--- config.mk ---
export PLATFORM = sky130hd
export DESIGN_NAME = rim_cfg_regs_flat
export DESIGN_NICKNAME = d
export VERILOG_FILES = /design/src/rtl/rim_pkg.sv /design/src/rtl/rim_if.sv /design/src/rtl/rim_cfg_regs.sv /design/src/flat_wrapper.sv
export SDC_FILE = /design/constraint.sdc
export NUM_CORES = 1
export LEC_CHECK = 0
export BUFFER_PORTS_ARGS = -buffer_cell sky130_fd_sc_hd__buf_2
export CELL_PAD_IN_SITES_DETAIL_PLACEMENT = 1
export CELL_PAD_IN_SITES_GLOBAL_PLACEMENT = 2
export CORE_MARGIN = 10
export CORE_UTILIZATION = 32
export DETAILED_ROUTE_END_ITERATION = 16
export GPL_ROUTABILITY_DRIVEN = 0
export PLACE_DENSITY_LB_ADDON = 0.3
export SETUP_SLACK_MARGIN = 0.02
export SYNTH_ARGS = -nofsm -noshare
export SYNTH_HDL_FRONTEND = slang
export SYNTH_SLANG_ARGS = --single-unit
--- constraint.sdc ---
create_clock -name i_clk -period 2.5 [get_ports i_clk]
set_input_delay 0.25 -clock i_clk [delete_from_list [all_inputs] [get_ports i_clk]]
set_output_delay 0.25 -clock i_clk [all_outputs]
set_load 0.01 [all_outputs]
--- src/rtl/rim_pkg.sv ---
// rim_pkg: shared types and constants for the image rotation inverse-map block
// field widths, configuration register indexes, item kinds and internal structs
// no dependencies
`timescale 1ns / 1ps
`default_nettype none

package rim_pkg;

    // field widths fixed by the item and register formats
    localparam int PIX_W      = 8;
    localparam int COORD_W    = 8;
    localparam int DIM_W      = 9;
    localparam int COEF_W     = 16;
    localparam int RGB_W      = 3 * PIX_W;
    localparam int CFG_IDX_W  = 3;
    localparam int CFG_DATA_W = 16;

    // item kinds
    localparam logic KIND_LOAD  = 1'b0;
    localparam logic KIND_QUERY = 1'b1;

    // register reset values
    localparam logic signed [COEF_W-1:0] COEF_UNITY_RST = 16'sd16384;
    localparam logic signed [COEF_W-1:0] COEF_ZERO_RST  = 16'sd0;
    localparam logic [DIM_W-1:0]         DIM_RST        = 9'd256;

    // colour returned for a source coordinate outside the image
    localparam logic [PIX_W-1:0] PIX_WHITE = 8'hFF;

    // configuration register indexes
    typedef enum logic [CFG_IDX_W-1:0] {
        CFG_COEF_A       = 3'd0,
        CFG_COEF_B       = 3'd1,
        CFG_COEF_C       = 3'd2,
        CFG_COEF_D       = 3'd3,
        CFG_IMAGE_WIDTH  = 3'd4,
        CFG_IMAGE_HEIGHT = 3'd5
    } t_cfg_idx;

    // configuration as seen by the datapath, sizes already clamped
    typedef struct packed {
        logic signed [COEF_W-1:0] coef_a;
        logic signed [COEF_W-1:0] coef_b;
        logic signed [COEF_W-1:0] coef_c;
        logic signed [COEF_W-1:0] coef_d;
        logic [DIM_W-1:0]         width;
        logic [DIM_W-1:0]         height;
    } t_cfg;

    // mapped source coordinate and its bounds check
    typedef struct packed {
        logic             in_image;
        logic [DIM_W-1:0] src_col;
        logic [DIM_W-1:0] src_row;
    } t_map_res;

endpackage

`default_nettype wire

--- src/rtl/rim_if.sv ---
// rim_if: valid/ready channel interfaces for pixel items, results and config writes
// depends on rim_pkg for field widths
`timescale 1ns / 1ps
`default_nettype none


// configuration write channel
interface rim_cfg_if;
    logic                          valid;
    logic                          ready;
    logic [rim_pkg::CFG_IDX_W-1:0]  index;
    logic [rim_pkg::CFG_DATA_W-1:0] data;

    modport source (output valid, index, data, input ready);
    modport sink   (input valid, index, data, output ready);
endinterface

`default_nettype wire

--- src/rtl/rim_cfg_regs.sv ---
// rim_cfg_regs: matrix coefficient and image size registers
// depends on rim_pkg and rim_cfg_if; sizes are clamped to the store limits
`timescale 1ns / 1ps
`default_nettype none

module rim_cfg_regs #(
    parameter int MAX_WIDTH  = 256,
    parameter int MAX_HEIGHT = 256
) (
    input  wire logic        i_clk,
    input  wire logic        i_rst_n,
    rim_cfg_if.sink          i_cfg,
    output rim_pkg::t_cfg    o_cfg
);

    logic signed [rim_pkg::COEF_W-1:0] r_coef_a;
    logic signed [rim_pkg::COEF_W-1:0] r_coef_b;
    logic signed [rim_pkg::COEF_W-1:0] r_coef_c;
    logic signed [rim_pkg::COEF_W-1:0] r_coef_d;
    logic [rim_pkg::DIM_W-1:0]         r_width;
    logic [rim_pkg::DIM_W-1:0]         r_height;

    // writes are always taken
    assign i_cfg.ready = 1'b1;

    // register file
    always_ff @(posedge i_clk) begin
        if (!i_rst_n) begin
            r_coef_a <= rim_pkg::COEF_UNITY_RST;
            r_coef_b <= rim_pkg::COEF_ZERO_RST;
            r_coef_c <= rim_pkg::COEF_ZERO_RST;
            r_coef_d <= rim_pkg::COEF_UNITY_RST;
            r_width  <= rim_pkg::DIM_RST;
            r_height <= rim_pkg::DIM_RST;
        end else if (i_cfg.valid) begin
            case (rim_pkg::t_cfg_idx'(i_cfg.index))
                rim_pkg::CFG_COEF_A:       r_coef_a <= $signed(i_cfg.data);
                rim_pkg::CFG_COEF_B:       r_coef_b <= $signed(i_cfg.data);
                rim_pkg::CFG_COEF_C:       r_coef_c <= $signed(i_cfg.data);
                rim_pkg::CFG_COEF_D:       r_coef_d <= $signed(i_cfg.data);
                rim_pkg::CFG_IMAGE_WIDTH:  r_width  <= i_cfg.data[rim_pkg::DIM_W-1:0];
                rim_pkg::CFG_IMAGE_HEIGHT: r_height <= i_cfg.data[rim_pkg::DIM_W-1:0];
                default: begin
                end
            endcase
        end
    end

    // clamp sizes: zero acts as one, above the limit acts as the limit
    always_comb begin
        o_cfg.coef_a = r_coef_a;
        o_cfg.coef_b = r_coef_b;
        o_cfg.coef_c = r_coef_c;
        o_cfg.coef_d = r_coef_d;
        if (r_width == '0) begin
            o_cfg.width = rim_pkg::DIM_W'(1);
        end else if (int'(r_width) > MAX_WIDTH) begin
            o_cfg.width = rim_pkg::DIM_W'(MAX_WIDTH);
        end else begin
            o_cfg.width = r_width;
        end
        if (r_height == '0) begin
            o_cfg.height = rim_pkg::DIM_W'(1);
        end else if (int'(r_height) > MAX_HEIGHT) begin
            o_cfg.height = rim_pkg::DIM_W'(MAX_HEIGHT);
        end else begin
            o_cfg.height = r_height;
        end
    end

endmodule

`default_nettype wire

--- src/flat_wrapper.sv ---
// flat-port wrapper written by rule: the top's interface ports become plain ports
module rim_cfg_regs_flat 
#(
    parameter int MAX_WIDTH  = 256,
    parameter int MAX_HEIGHT = 256
)
  (i_clk, i_rst_n, o_cfg, i_cfg_valid, i_cfg_index, i_cfg_data, i_cfg_ready);
  rim_cfg_if i_cfg_i ();
  input  wire logic i_clk;
  input  wire logic i_rst_n;
  output rim_pkg::t_cfg o_cfg;
  input wire logic [$bits(i_cfg_i.valid)-1:0] i_cfg_valid;
  input wire logic [$bits(i_cfg_i.index)-1:0] i_cfg_index;
  input wire logic [$bits(i_cfg_i.data)-1:0] i_cfg_data;
  output wire logic [$bits(i_cfg_i.ready)-1:0] i_cfg_ready;
  assign i_cfg_i.valid = i_cfg_valid;
  assign i_cfg_i.index = i_cfg_index;
  assign i_cfg_i.data = i_cfg_data;
  assign i_cfg_ready = i_cfg_i.ready;
  rim_cfg_regs #(.MAX_WIDTH(MAX_WIDTH), .MAX_HEIGHT(MAX_HEIGHT)) u_core (.i_clk(i_clk), .i_rst_n(i_rst_n), .i_cfg(i_cfg_i), .o_cfg(o_cfg));
endmodule
Yosys cells after proc, flatten, opt, wreduce, memory -nomap -nowiden
Cells that the tools add are included.
{ "totals": {"ff_bits": 82, "inputBits": 22, "out_inout_bits": 83, "word_cells": 26} }
{ "op_classes": {"order_cmp": 2, "eq_ne": 5, "muxes": 4, "n_reduce_logical": 9} }
{ "ops": {"columns": ["op", "count"], "rows": [
  ["$mux 9", 4],
  ["$gt 9x9->1 const B", 2],
  ["$logic_not 9->1", 2],
  ["$reduce_and 2->1", 6],
  ["$eq 3x2->1 const B", 2],
  ["$eq 3x3->1 const B", 2],
  ["$eq 3x1->1 const B", 1],
  ["$logic_not 3->1", 1]
]} }

Longest topological paths before layout
{ "logic_depth": {"depth_word": 3, "depth_mapped": 4, "depth_no_buf": 2} }

Least setup slack after synthesis
OpenSTA, ideal clock, no wires.
{ "synth_path": {"path_type": "register -> output", "startpoint": "register u_core.r_height[8] (netlist bit)", "endpoint": "output port o_cfg[0] (netlist bit)", "t_arrival_ns": 1.194, "t_required_ns": 2.250, "path_slack_ns": 1.056, "stages_incl_launch_ff": 4, "n_path_buf": 1, "path_cell_list": "dfxtp_1 clkbuf_1 or4_1 o22ai_1"} }
{ "synth_lines": {"columns": ["element", "line", "rtl"], "rows": [
  ["start: declaration", "rim_cfg_regs.sv:21", "logic [rim_pkg::DIM_W-1:0] r_height;"],
  ["start signal: assignment", "rim_cfg_regs.sv:34", "r_height <= rim_pkg::DIM_RST;"],
  ["start signal: assignment", "rim_cfg_regs.sv:42", "rim_pkg::CFG_IMAGE_HEIGHT: r_height <= i_cfg.data[rim_pkg::DIM_W-1:0];"],
  ["end: declaration", "flat_wrapper.sv:11", "output rim_pkg::t_cfg o_cfg;"]
]} }

==> reports/metrics.yaml <==
status: "finished clean"
drv_cap: 0
finalMaxSlewViolations: 0
cp_slowest_stage_delay_ps: 540
worst-endpoint-required_ps: 2250
dieWidth_um: 120
htreeDepth: 3
drive_above_1_share_pct: 29.3
clk_path_buf_depth: 2
leakagePower_nw: 2.01
cp-start-kind: "register"
clk_pin_slew_ps: 80
hold_path_class: "in -> reg"
netlist_area_mm2: 0.00319
drt-total-wl_mm: 9.50
vias: 2502
crit_slowest_cell: "or4_1"
yosysUniqueCellTypes: 19
nets: 434
dp_cells: 534
relSlewSlack_pct: 37.0
num_rows: 36
finalSetupTns_ps: 0
floorplan.initialDensity_pct: 32.8
root_buffer: "clkbuf_8"
worst_pin_slew_ps: 945
hold_viol: 0
ys_seq_elements: 82
drt_pass1_iterations: 4
grt_pass1_vias: 2734
fmax_mhz: 548
synth_warnings: 0
powerDensity_mw_per_mm2: 599
drtIter0Drc: 73
crit_path_end_kind: "output pin"
drc: 0
io_pins: 105
critPathKind: "reg -> out"
cts_made_buffers: 9
avgViaCountPerCell: 4.55
top_usage_layer: "met2"
gr-usage-met2_pct: 22.5
antenna_found_initial: 0
cts_hold_buf: 0
drtAntennaViolNets: 0
wire_per_inst_um: 17.3
worstPathArrival_ps: 1580
final_cells: 550
area_growth_syn_to_layout_pct: 23.9
synth_cells: 319
setup_viol: 0
die-area_mm2: 0.0144
grt_max_degree: 60
fin_skew_ps: 0
die_height_um: 120
clock_latency_ps: 350
period_minus_slack_ps: 1830
hpwl_mm: 6.99
critPathBufInv: 1
worstPathMaxFanout: 11
cp_cell_sequence: "or4_1 -> o22ai_1 -> buf_2"
critPathTopFamily: "simple AND/OR/NAND/NOR gates"
clock-sinks: 82
placeableCoreArea_mm2: 0.00973
cts_tree: "built"
ys_seq_area_share_pct: 51.4
met1_usage_pct: 15.7
port_buffers: 103
grtUsageTotal_pct: 13.3
min_period_over_period_pct: 73.0
overflow: 0
grt_setup_unrepaired: "false"
cts_setup_buffers: 0
synth_fp_nets: 341
grt_pass1_wl_mm: 15.0
ir_drop_mv: 0.233
grt_use_met3_pct: 3.23
ctsResizeCount: 0
num_antenna_cells: 0
synth.avg_cell_area_um2: 10.0
layout make-up:
type	count	area, µm²
multi-input cells	209	1420
inverters	2	7.51
repair buffers	108	556
clock buffers	13	149
flip-flops and latches	82	1640
clock inverters	3	15.0
fillers	1160	5770
well taps	133	166
layer usage:
layer	vias up	share of wire, %	wire length [µm]
met5	-	0	0
met4	0	1.6	152
met3	11	5.9	556
met2	68	49	4700
met1	1187	43	4090
li1	1236	-	-
logic make-up (layout without fill, tap and decap cells):
group	Yosys count	in the layout	synth area share [%]
compound gates	2	2	0.392
other cells	1	1	0.117
simple gates	124	124	17.8
mux	82	82	25.7
flops	82	82	51.4
buf+inv	28	126	4.55
path summary, 6_finish.rpt:
kind	start	end	cells after the start	slack, ps
worst min-delay path	i_cfg_data[14]	u_core.r_coef_c[14]$_SDFFE_PN0P_	3	200
worst min register to register	u_core.r_coef_c[2]$_SDFFE_PN0P_	u_core.r_coef_c[2]$_SDFFE_PN0P_	2	460
worst max register to register	u_core.r_width[8]$_SDFFE_PN1P_	u_core.r_width[8]$_SDFFE_PN1P_	2	1680
worst max-delay path	u_core.r_height[8]$_SDFFE_PN1P_	o_cfg[0]	3	670
where the power goes:
group / leakage [nW] / switching [W] / internal (W) / total (W)
clock network: 0.0872 / 0.000451 / 0.000385 / 0.000835
logic: 1.26 / 0.000113 / 0.0000707 / 0.000184
registers: 0.664 / 0.0000181 / 0.00133 / 0.00135
total: 2.01 / 0.000582 / 0.00179 / 0.00237
sequential cells by signal, indices dropped and copies added, names as in the netlist:
name	count
u_core.r_width	9
u_core.r_coef_b	16
u_core.r_coef_c	16
u_core.r_height	9
u_core.r_coef_d	16
u_core.r_coef_a	16
synthesized netlist by cell type:
| library cell | number | area, µm² |
|---|---|---|
| or4b_1 | 1 | 10.0 |
| buf_6 | 1 | 11.3 |
| dfxtp_1 | 82 | 1640 |
| nand2_1 | 94 | 353 |
| nand4bb_1 | 1 | 11.3 |
| clkbuf_1 | 13 | 48.8 |
| buf_12 | 1 | 20.0 |
| o22ai_1 | 2 | 12.5 |
| and4bb_1 | 1 | 12.5 |
| nand4b_1 | 2 | 17.5 |
| mux2i_1 | 82 | 821 |
| conb_1 | 1 | 3.75 |
| nor4bb_1 | 1 | 10.0 |
| inv_1 | 2 | 7.51 |
| buf_4 | 2 | 15.0 |
| buf_2 | 7 | 35.0 |
| or4_1 | 4 | 30.0 |
| nor2b_1 | 20 | 125 |
| buf_1 | 2 | 7.51 |
per-stage QoR:
stage	util (%)	setup WS [ps]	power, W	hold slack, ps	area, µm²
after floorplan	-	1060	0.00149	415	3190
after global placement	39.0	770	0.00157	442	3790
after detailed placement	39.0	737	0.00157	445	3790
after CTS	40.7	650	0.00241	188	3960
after global routing	40.7	569	0.00248	206	3960
final	40.7	675	0.00237	201	3960
layout by cell type, fill, tap and decap left out, drive strengths merged:
| cell | count |
|---|---|
| buf | 108 |
| clkinv | 3 |
| nand4b | 2 |
| nand2 | 94 |
| and4bb | 1 |
| o22ai | 2 |
| nand4bb | 1 |
| dfxtp | 82 |
| mux2i | 82 |
| nor2b | 20 |
| or4b | 1 |
| conb | 1 |
| inv | 2 |
| or4 | 4 |
| clkbuf | 13 |
| nor4bb | 1 |
worst register-to-register path, stage by stage, from the launching register on:
cell and delay, ps:
dfxtp_1 500, nor2b_1 90, mux2i_1 140
No activity file was read; power rests on OpenSTA's default activity.
