[config.mk]
export PLATFORM = sky130hd
export DESIGN_NAME = rim_map
export DESIGN_NICKNAME = d
export VERILOG_FILES = /design/src/rtl/rim_pkg.sv /design/src/rtl/rim_map.sv
export SDC_FILE = /design/constraint.sdc
export NUM_CORES = 2
export LEC_CHECK = 0
export ABC_AREA = 1
export BUFFER_PORTS_ARGS = -buffer_cell sky130_fd_sc_hd__buf_2
export CORE_ASPECT_RATIO = 0.75
export CORE_MARGIN = 2
export CORE_UTILIZATION = 60
export CTS_BUF_LIST = sky130_fd_sc_hd__clkbuf_16
export CTS_CLUSTER_SIZE = 40
export DETAILED_ROUTE_END_ITERATION = 12
export PLACE_DENSITY = 0.78
export REMOVE_ABC_BUFFERS = 1
export SETUP_SLACK_MARGIN = 0.2
export SLEW_MARGIN = 20
export SYNTH_ARGS = -nofsm -noshare
export SYNTH_HDL_FRONTEND = slang
export SYNTH_SLANG_ARGS = --single-unit
[constraint.sdc]
create_clock -name i_clk -period 7.1 [get_ports i_clk]
set_input_delay 0 -clock i_clk [delete_from_list [all_inputs] [get_ports i_clk]]
set_output_delay 0 -clock i_clk [all_outputs]
set_load 0.02 [all_outputs]
[src/rtl/rim_pkg.sv]
// rim_pkg: shared types and constants for the image rotation inverse-map block
// field widths, configuration register indexes, item kinds and internal structs
// no dependencies
`timescale 1ns / 1ps
`default_nettype none

package rim_pkg;

    // field widths fixed by the item and register formats
    localparam int PIX_W      = 8;
    localparam int COORD_W    = 8;
    localparam int DIM_W      = 9;
    localparam int COEF_W     = 16;
    localparam int RGB_W      = 3 * PIX_W;
    localparam int CFG_IDX_W  = 3;
    localparam int CFG_DATA_W = 16;

    // item kinds
    localparam logic KIND_LOAD  = 1'b0;
    localparam logic KIND_QUERY = 1'b1;

    // register reset values
    localparam logic signed [COEF_W-1:0] COEF_UNITY_RST = 16'sd16384;
    localparam logic signed [COEF_W-1:0] COEF_ZERO_RST  = 16'sd0;
    localparam logic [DIM_W-1:0]         DIM_RST        = 9'd256;

    // colour returned for a source coordinate outside the image
    localparam logic [PIX_W-1:0] PIX_WHITE = 8'hFF;

    // configuration register indexes
    typedef enum logic [CFG_IDX_W-1:0] {
        CFG_COEF_A       = 3'd0,
        CFG_COEF_B       = 3'd1,
        CFG_COEF_C       = 3'd2,
        CFG_COEF_D       = 3'd3,
        CFG_IMAGE_WIDTH  = 3'd4,
        CFG_IMAGE_HEIGHT = 3'd5
    } t_cfg_idx;

    // configuration as seen by the datapath, sizes already clamped
    typedef struct packed {
        logic signed [COEF_W-1:0] coef_a;
        logic signed [COEF_W-1:0] coef_b;
        logic signed [COEF_W-1:0] coef_c;
        logic signed [COEF_W-1:0] coef_d;
        logic [DIM_W-1:0]         width;
        logic [DIM_W-1:0]         height;
    } t_cfg;

    // mapped source coordinate and its bounds check
    typedef struct packed {
        logic             in_image;
        logic [DIM_W-1:0] src_col;
        logic [DIM_W-1:0] src_row;
    } t_map_res;

endpackage

`default_nettype wire

[src/rtl/rim_map.sv]
// rim_map: two-stage inverse-rotation coordinate mapper
// depends on rim_pkg; stage 1 multiplies, stage 2 sums, truncates and bounds-checks
`timescale 1ns / 1ps
`default_nettype none

module rim_map #(
    parameter int COEF_FRAC_BITS = 14
) (
    input  wire logic                         i_clk,
    input  wire logic [rim_pkg::COORD_W-1:0]  i_col,
    input  wire logic [rim_pkg::COORD_W-1:0]  i_row,
    input  wire rim_pkg::t_cfg                i_cfg,
    output rim_pkg::t_map_res                 o_res
);

    // centred coordinate, product and sum widths
    localparam int XW = rim_pkg::DIM_W + 1;
    localparam int PW = XW + rim_pkg::COEF_W;
    localparam int SW = PW + 2;
    localparam int unsigned BIAS = (1 << COEF_FRAC_BITS) - 1;

    logic [rim_pkg::COORD_W-1:0] half_w;
    logic [rim_pkg::COORD_W-1:0] half_h;
    logic signed [XW-1:0]        xp;
    logic signed [XW-1:0]        yp;
    logic signed [PW-1:0]        r_p_a;
    logic signed [PW-1:0]        r_p_b;
    logic signed [PW-1:0]        r_p_c;
    logic signed [PW-1:0]        r_p_d;
    logic signed [SW-1:0]        sum_x;
    logic signed [SW-1:0]        sum_y;
    logic signed [SW-1:0]        q_x;
    logic signed [SW-1:0]        q_y;
    logic signed [SW-1:0]        src_x;
    logic signed [SW-1:0]        src_y;
    logic signed [SW-1:0]        width_s;
    logic signed [SW-1:0]        height_s;
    logic signed [SW-1:0]        half_w_s;
    logic signed [SW-1:0]        half_h_s;
    rim_pkg::t_map_res           r_res;

    // centre the coordinate on the integer half sizes
    assign half_w = i_cfg.width[rim_pkg::DIM_W-1:1];
    assign half_h = i_cfg.height[rim_pkg::DIM_W-1:1];
    assign xp = $signed({2'b00, i_col}) - $signed({2'b00, half_w});
    assign yp = $signed({2'b00, i_row}) - $signed({2'b00, half_h});

    // stage 1: four matrix products
    always_ff @(posedge i_clk) begin
        r_p_a <= PW'(xp) * PW'(i_cfg.coef_a);
        r_p_b <= PW'(yp) * PW'(i_cfg.coef_b);
        r_p_c <= PW'(xp) * PW'(i_cfg.coef_c);
        r_p_d <= PW'(yp) * PW'(i_cfg.coef_d);
    end

    // sums, truncated toward zero by biasing negative values before the shift
    assign sum_x = SW'(r_p_a) + SW'(r_p_b);
    assign sum_y = SW'(r_p_c) + SW'(r_p_d);
    assign q_x = (sum_x + (sum_x[SW-1] ? $signed(SW'(BIAS)) : $signed(SW'(0))))
                 >>> COEF_FRAC_BITS;
    assign q_y = (sum_y + (sum_y[SW-1] ? $signed(SW'(BIAS)) : $signed(SW'(0))))
                 >>> COEF_FRAC_BITS;

    // move back from the centre
    assign half_w_s = $signed(SW'(half_w));
    assign half_h_s = $signed(SW'(half_h));
    assign width_s  = $signed(SW'(i_cfg.width));
    assign height_s = $signed(SW'(i_cfg.height));
    assign src_x = q_x + half_w_s;
    assign src_y = q_y + half_h_s;

    // stage 2: bounds check and source coordinate
    always_ff @(posedge i_clk) begin
        r_res.in_image <= (src_x >= $signed(SW'(0))) && (src_x < width_s) &&
                          (src_y >= $signed(SW'(0))) && (src_y < height_s);
        r_res.src_col  <= src_x[rim_pkg::DIM_W-1:0];
        r_res.src_row  <= src_y[rim_pkg::DIM_W-1:0];
    end

    assign o_res = r_res;

endmodule

`default_nettype wire

Word level (Yosys, flattened, before mapping)
Index checks and enable logic that the tools add are counted.
{ "word_totals": {"wordCells": 28, "inputBits": 99, "output_inout_bits": 19, "regBits": 119} }
{ "classes": {"n_lt_le_gt_ge": 4, "n_reduce_logical": 3, "n_mux": 2, "multipliers": 4, "n_addsub": 8} }
{ "op_table": {"columns": ["op", "n"], "rows": [
  ["multiplier 9 x 16 -> 25 bit", 4],
  ["adder 26 x 15 -> 27 bit", 2],
  ["adder 25 x 25 -> 26 bit", 2],
  ["adder 13 x 9 -> 14 bit", 2],
  [">= comparator 14 x 1 -> 1 bit (second input constant)", 2],
  ["less-than comparator 14 x 10 -> 1 bit", 2],
  ["2-to-1 mux 14 bit", 2],
  ["subtractor 8 x 8 -> 9 bit", 2],
  ["logical AND 1 bit", 3]
]} }

Depth between registers and ports, before layout
{ "logic_depth": {"depth_word": 8, "mapped_depth": 45, "ltp_nobuf": 45} }

Worst setup path after synthesis
OpenSTA, ideal clock, no wires.
{ "synth_timing": {"path_kind": "input to register", "start": "in i_row[0] (netlist bit)", "end": "reg r_p_d[23]", "required_time_ps": 7028, "setup_slack_ps": 671, "arrival_time_ps": 6357, "stages": 36, "setup_time_ps": 72, "n_path_buf": 1, "path_cell_list": "inv_1 ha_1 inv_1 fa_1 inv_1 o31ai_1 nand2_1 nand2_1 a21oi_1 or2_2 nand2_1 clkinv_1 clkbuf_1 nand2_1 fa_1 fa_1 inv_1 fa_1 fa_1 fa_1 ha_1 a21oi_1 nand2_1 a21oi_1 o21ai_0 a21oi_1 o21bai_1 nand2_1 inv_1 o21a_1 nor2_1 o21ai_0 a21oi_1 nor2_1 nor2_1 xor2_1"} }
{ "synth_via": {"elab_chain_len": 2} }
{ "synth_rtl": {"columns": ["element", "line_no", "source"], "rows": [
  ["start, declared", "rim_map.sv:11", "input wire logic [rim_pkg::COORD_W-1:0] i_row,"],
  ["subtractor 8 x 8 -> 9 bit", "rim_map.sv:46", "assign yp = $signed({2'b00, i_row}) - $signed({2'b00, half_h});"],
  ["multiplier 9 x 16 -> 25 bit", "rim_map.sv:53", "r_p_d <= PW'(yp) * PW'(i_cfg.coef_d);"],
  ["end signal, assigned", "rim_map.sv:53", null],
  ["end, declared", "rim_map.sv:29", "logic signed [PW-1:0] r_p_d;"]
]} }
Every way passes these cells.

Worst setup path in the final report
{ "layout_timing": {"start": "in i_cfg[13] (netlist bit)", "end": "reg r_p_a[23]"} }
{ "layout_via": {"elab_chain_len": 2} }
{ "layout_rtl": {"columns": ["element", "line_no", "source"], "rows": [
  ["start, declared", "rim_map.sv:12", "input wire rim_pkg::t_cfg i_cfg,"],
  ["subtractor 8 x 8 -> 9 bit", "rim_map.sv:45", "assign xp = $signed({2'b00, i_col}) - $signed({2'b00, half_w});"],
  ["multiplier 9 x 16 -> 25 bit", "rim_map.sv:50", "r_p_a <= PW'(xp) * PW'(i_cfg.coef_a);"],
  ["end signal, assigned", "rim_map.sv:50", null],
  ["end, declared", "rim_map.sv:26", "logic signed [PW-1:0] r_p_a;"]
]} }
Every way passes these cells.

==> metrics.md <==
| Metric | Value |
|---|---|
| Share of cells above drive strength 1 | between 7 and 8% |
| Core Rows | 67 |
| RSZ-0062 raised after global routing | true |
| Detailed-placement wirelength estimate | a little under 60,000 um |
| Max incr delay on CP | around 0.53 ns |
| Synth warn | 0 |
| Commonest non-fill, non-tap cell in the layout | nand2_1 |
| Max Cap Viol | 0 |
| Slowest cell on crit path | dlygate4sd3_1 |
| Clock tree sinks | about 120 |
| Core box area | ~45,000 um^2 |
| Routability cong. | slightly above 1 |
| Worst Path Max Fanout | 5 |
| Top FF cell, synth | dfxtp_1 |
| Ranking of synthesized cells by area | fa_1 (35%), ha_1 (15%), nand2_1 (11%), inv_1 (10%), dfxtp_1 (8.6%) |
| I/O pins | between 100 and 150 |
| Starting density of the core | between 60% and 70% |
| Clk pin slew, worst setup/hold paths | 0.07 ns |
| Die Area | about 48,000 um^2 |
| Post-synth EDFFs | 0 |
| Via/cell ratio | 5.36 |
| Minimum clock period | 6.66 ns |
| Via count | approximately 23,000 |
| Synthesized area | ~28,000 um^2 |
| DR iter-0 viols | between 1,500 and 2,000 |
| Synth top area share | a little over a third |
| Post-synth ARST share | 0% |
| Mapped Cells | between 3,000 and 4,000 |
| Clk_lat worst skew | 0.46 ns |
| Root buffer cell | clkbuf_16 |
| Worst EP arrival | ~7 ns |
| Nets | ~4,500 |
| Distinct cells, synth | 50 |
| CTS tree | yes |
| Synthesis-to-finish area growth | 8.64% |
| WS Path Type | in2reg |
| Final setup viols | 0 |
| Leading cell types in the layout, fill and taps excluded | nand2_1 (770), inv_1 (739), fa_1 (482) |
| Die Y | roughly 190 um |
| Fin. max-slew vios | 0 |
| CP endpoint kind | flop |
| Fill count | 3,749 |
| Drc violations | 0 |
| PortBufs | 117 |
| CTS Buf Count | 17 |
| Critical Path RT | around 7.4 ns |
| Clock buffer depth | 2 |
| CP most frequent cell | nand2_1 |
| Largest net degree at the start of global routing | 31 |
| Syn Area/Cell | ~8 um^2 |
| Outcome | finished, final reports clean |
| Worst setup SP type | input pin |
| Grt total ovfl | 0 |
| Wire per inst | roughly 16 um |
| Drt first pass iters | 5 |
| Register area share after synthesis | under 10% |
| Vias in the first global route | between 20,000 and 25,000 |
| Least-Margin Pin Slew | about 0.74 ns |
| Worst hold path type | in2reg |
| Final-report hold violation count | 0 |
| Flops & latches, synth | ~120 |
| H-tree levels | 4 |
| Biggest area consumer among synthesized cells | fa_1 |
| Post-Route WL | around 68,000 um |
| Total GRT Usage | about 30% |
| TNS Setup | 0 ns |
| FMAX | 0.150 GHz |
| Final period utilization | 93.8% |
| Slew Limit Headroom | roughly 51% |
| Initial antenna violation count | 0 |
| First-pass GRT wire length | around 110,000 um |
| Routed Antenna Nets | 0 |
| Clk_skew | 0.0142 ns |
| Die W | between 200 and 300 um |
## cell usage after synthesis, drive strengths merged (4+ instances only)
| master | number |
|---|---|
| nor2 | 358 |
| a31oi | 11 |
| nand2 | 792 |
| fa | 482 |
| a21oi | 175 |
| nand3b | 6 |
| nand4 | 16 |
| and2 | 5 |
| inv | 748 |
| xnor2 | 57 |
| ha | 326 |
| o21bai | 17 |
| nor3 | 15 |
| a21boi | 4 |
| dfxtp | 119 |
| o21ai | 66 |
| nand3 | 98 |
| buf | 4 |
| nor4 | 7 |
| a21o | 10 |
| xor2 | 101 |
| clkbuf | 44 |
| or2 | 9 |
## worst paths after layout
path,end,cells past startpoint,slack (ns),from
worst max-delay path,r_p_a[23]$_DFF_P_,37,0.44,i_cfg[13]
worst min-delay path,o_res[3]$_DFF_P_,4,0.06,i_cfg[4]
worst max register to register,o_res[18]$_DFF_P_,40,0.60,r_p_c[2]$_DFF_P_
worst min register to register,o_res[17]$_DFF_P_,6,1.09,r_p_a[22]$_DFF_P_
## timing repair
item	4_1_cts	5_1_grt
buffers inserted	0	10
gates resized for setup	0	46
hold endpoints to repair	17	0
hold buffers	13	0
setup endpoints to repair	0	12
## cells by family (layout without fill, tap and decap cells)
kind of cell,after synthesis,count (layout),synth area share [%]
and+or+nand+nor,1309,1309,19.5
other,0,1,0
xor gates and xnor gates,158,158,5.10
AOI/OAI and AO/OA,300,300,6.05
DFF,119,119,8.64
adders and majority gates,808,808,49.8
buffers and inverters,799,959,10.9
## layer usage
layer  vias up  part of all wire, %  global-route usage (%)
li1      10900                    -                       -
met1     10900                   42                    39.7
met2       870                   47                    49.1
met3       134                  9.0                    7.57
met4         0                  2.7                    8.63
met5         -                    0                       0
## per-stage QoR
| stage | setup WS (ns) | cell area [um^2] | hold slack, ns | instances | utilization (%) |
|---|---|---|---|---|---|
| floorplan | 0.533 | 27400 | 0.151 | 3445 | - |
| global placement | 0.372 | 29000 | 0.307 | 4184 | 64.4 |
| detailed placement | 0.289 | 29000 | 0.303 | 4184 | 64.4 |
| CTS | 0.216 | 29700 | 0.0402 | 4229 | 66.0 |
| global route | 0.0846 | 29900 | 0.0980 | 4239 | 66.5 |
| finish | 0.437 | 29900 | 0.0552 | 4240 | 66.5 |
## flip-flops by register name, summed over array words and instances (netlist names)
name and count:
r_p_a 25, r_p_b 25, r_p_d 25, o_res 19, r_p_c 25
## critical path, delay by kind of cell
kind                       cells  cell delay [ns]
AOI/OAI and AO/OA              9             1.50
xor gates and xnor gates       1             0.14
adders and majority gates      7             3.08
buffers and inverters          6             1.04
and+or+nand+nor               14             1.22
## final cells by class
type / instances / area (um^2) / area share [%]
repair buffers: 176 / 1100 / 3.69
inverters: 751 / 2830 / 9.45
flip-flops and latches: 119 / 2380 / 7.96
multi-input cells: 2575 / 22300 / 74.5
clock inverters: 15 / 161 / 0.539
diodes: 1 / 2.50 / 0.00836
clock buffers: 17 / 425 / 1.42
well taps: 586 / 733 / 2.45
Power is not shown: default switching activity piles up to over one toggle a cycle in this logic, so the estimate is an artifact.
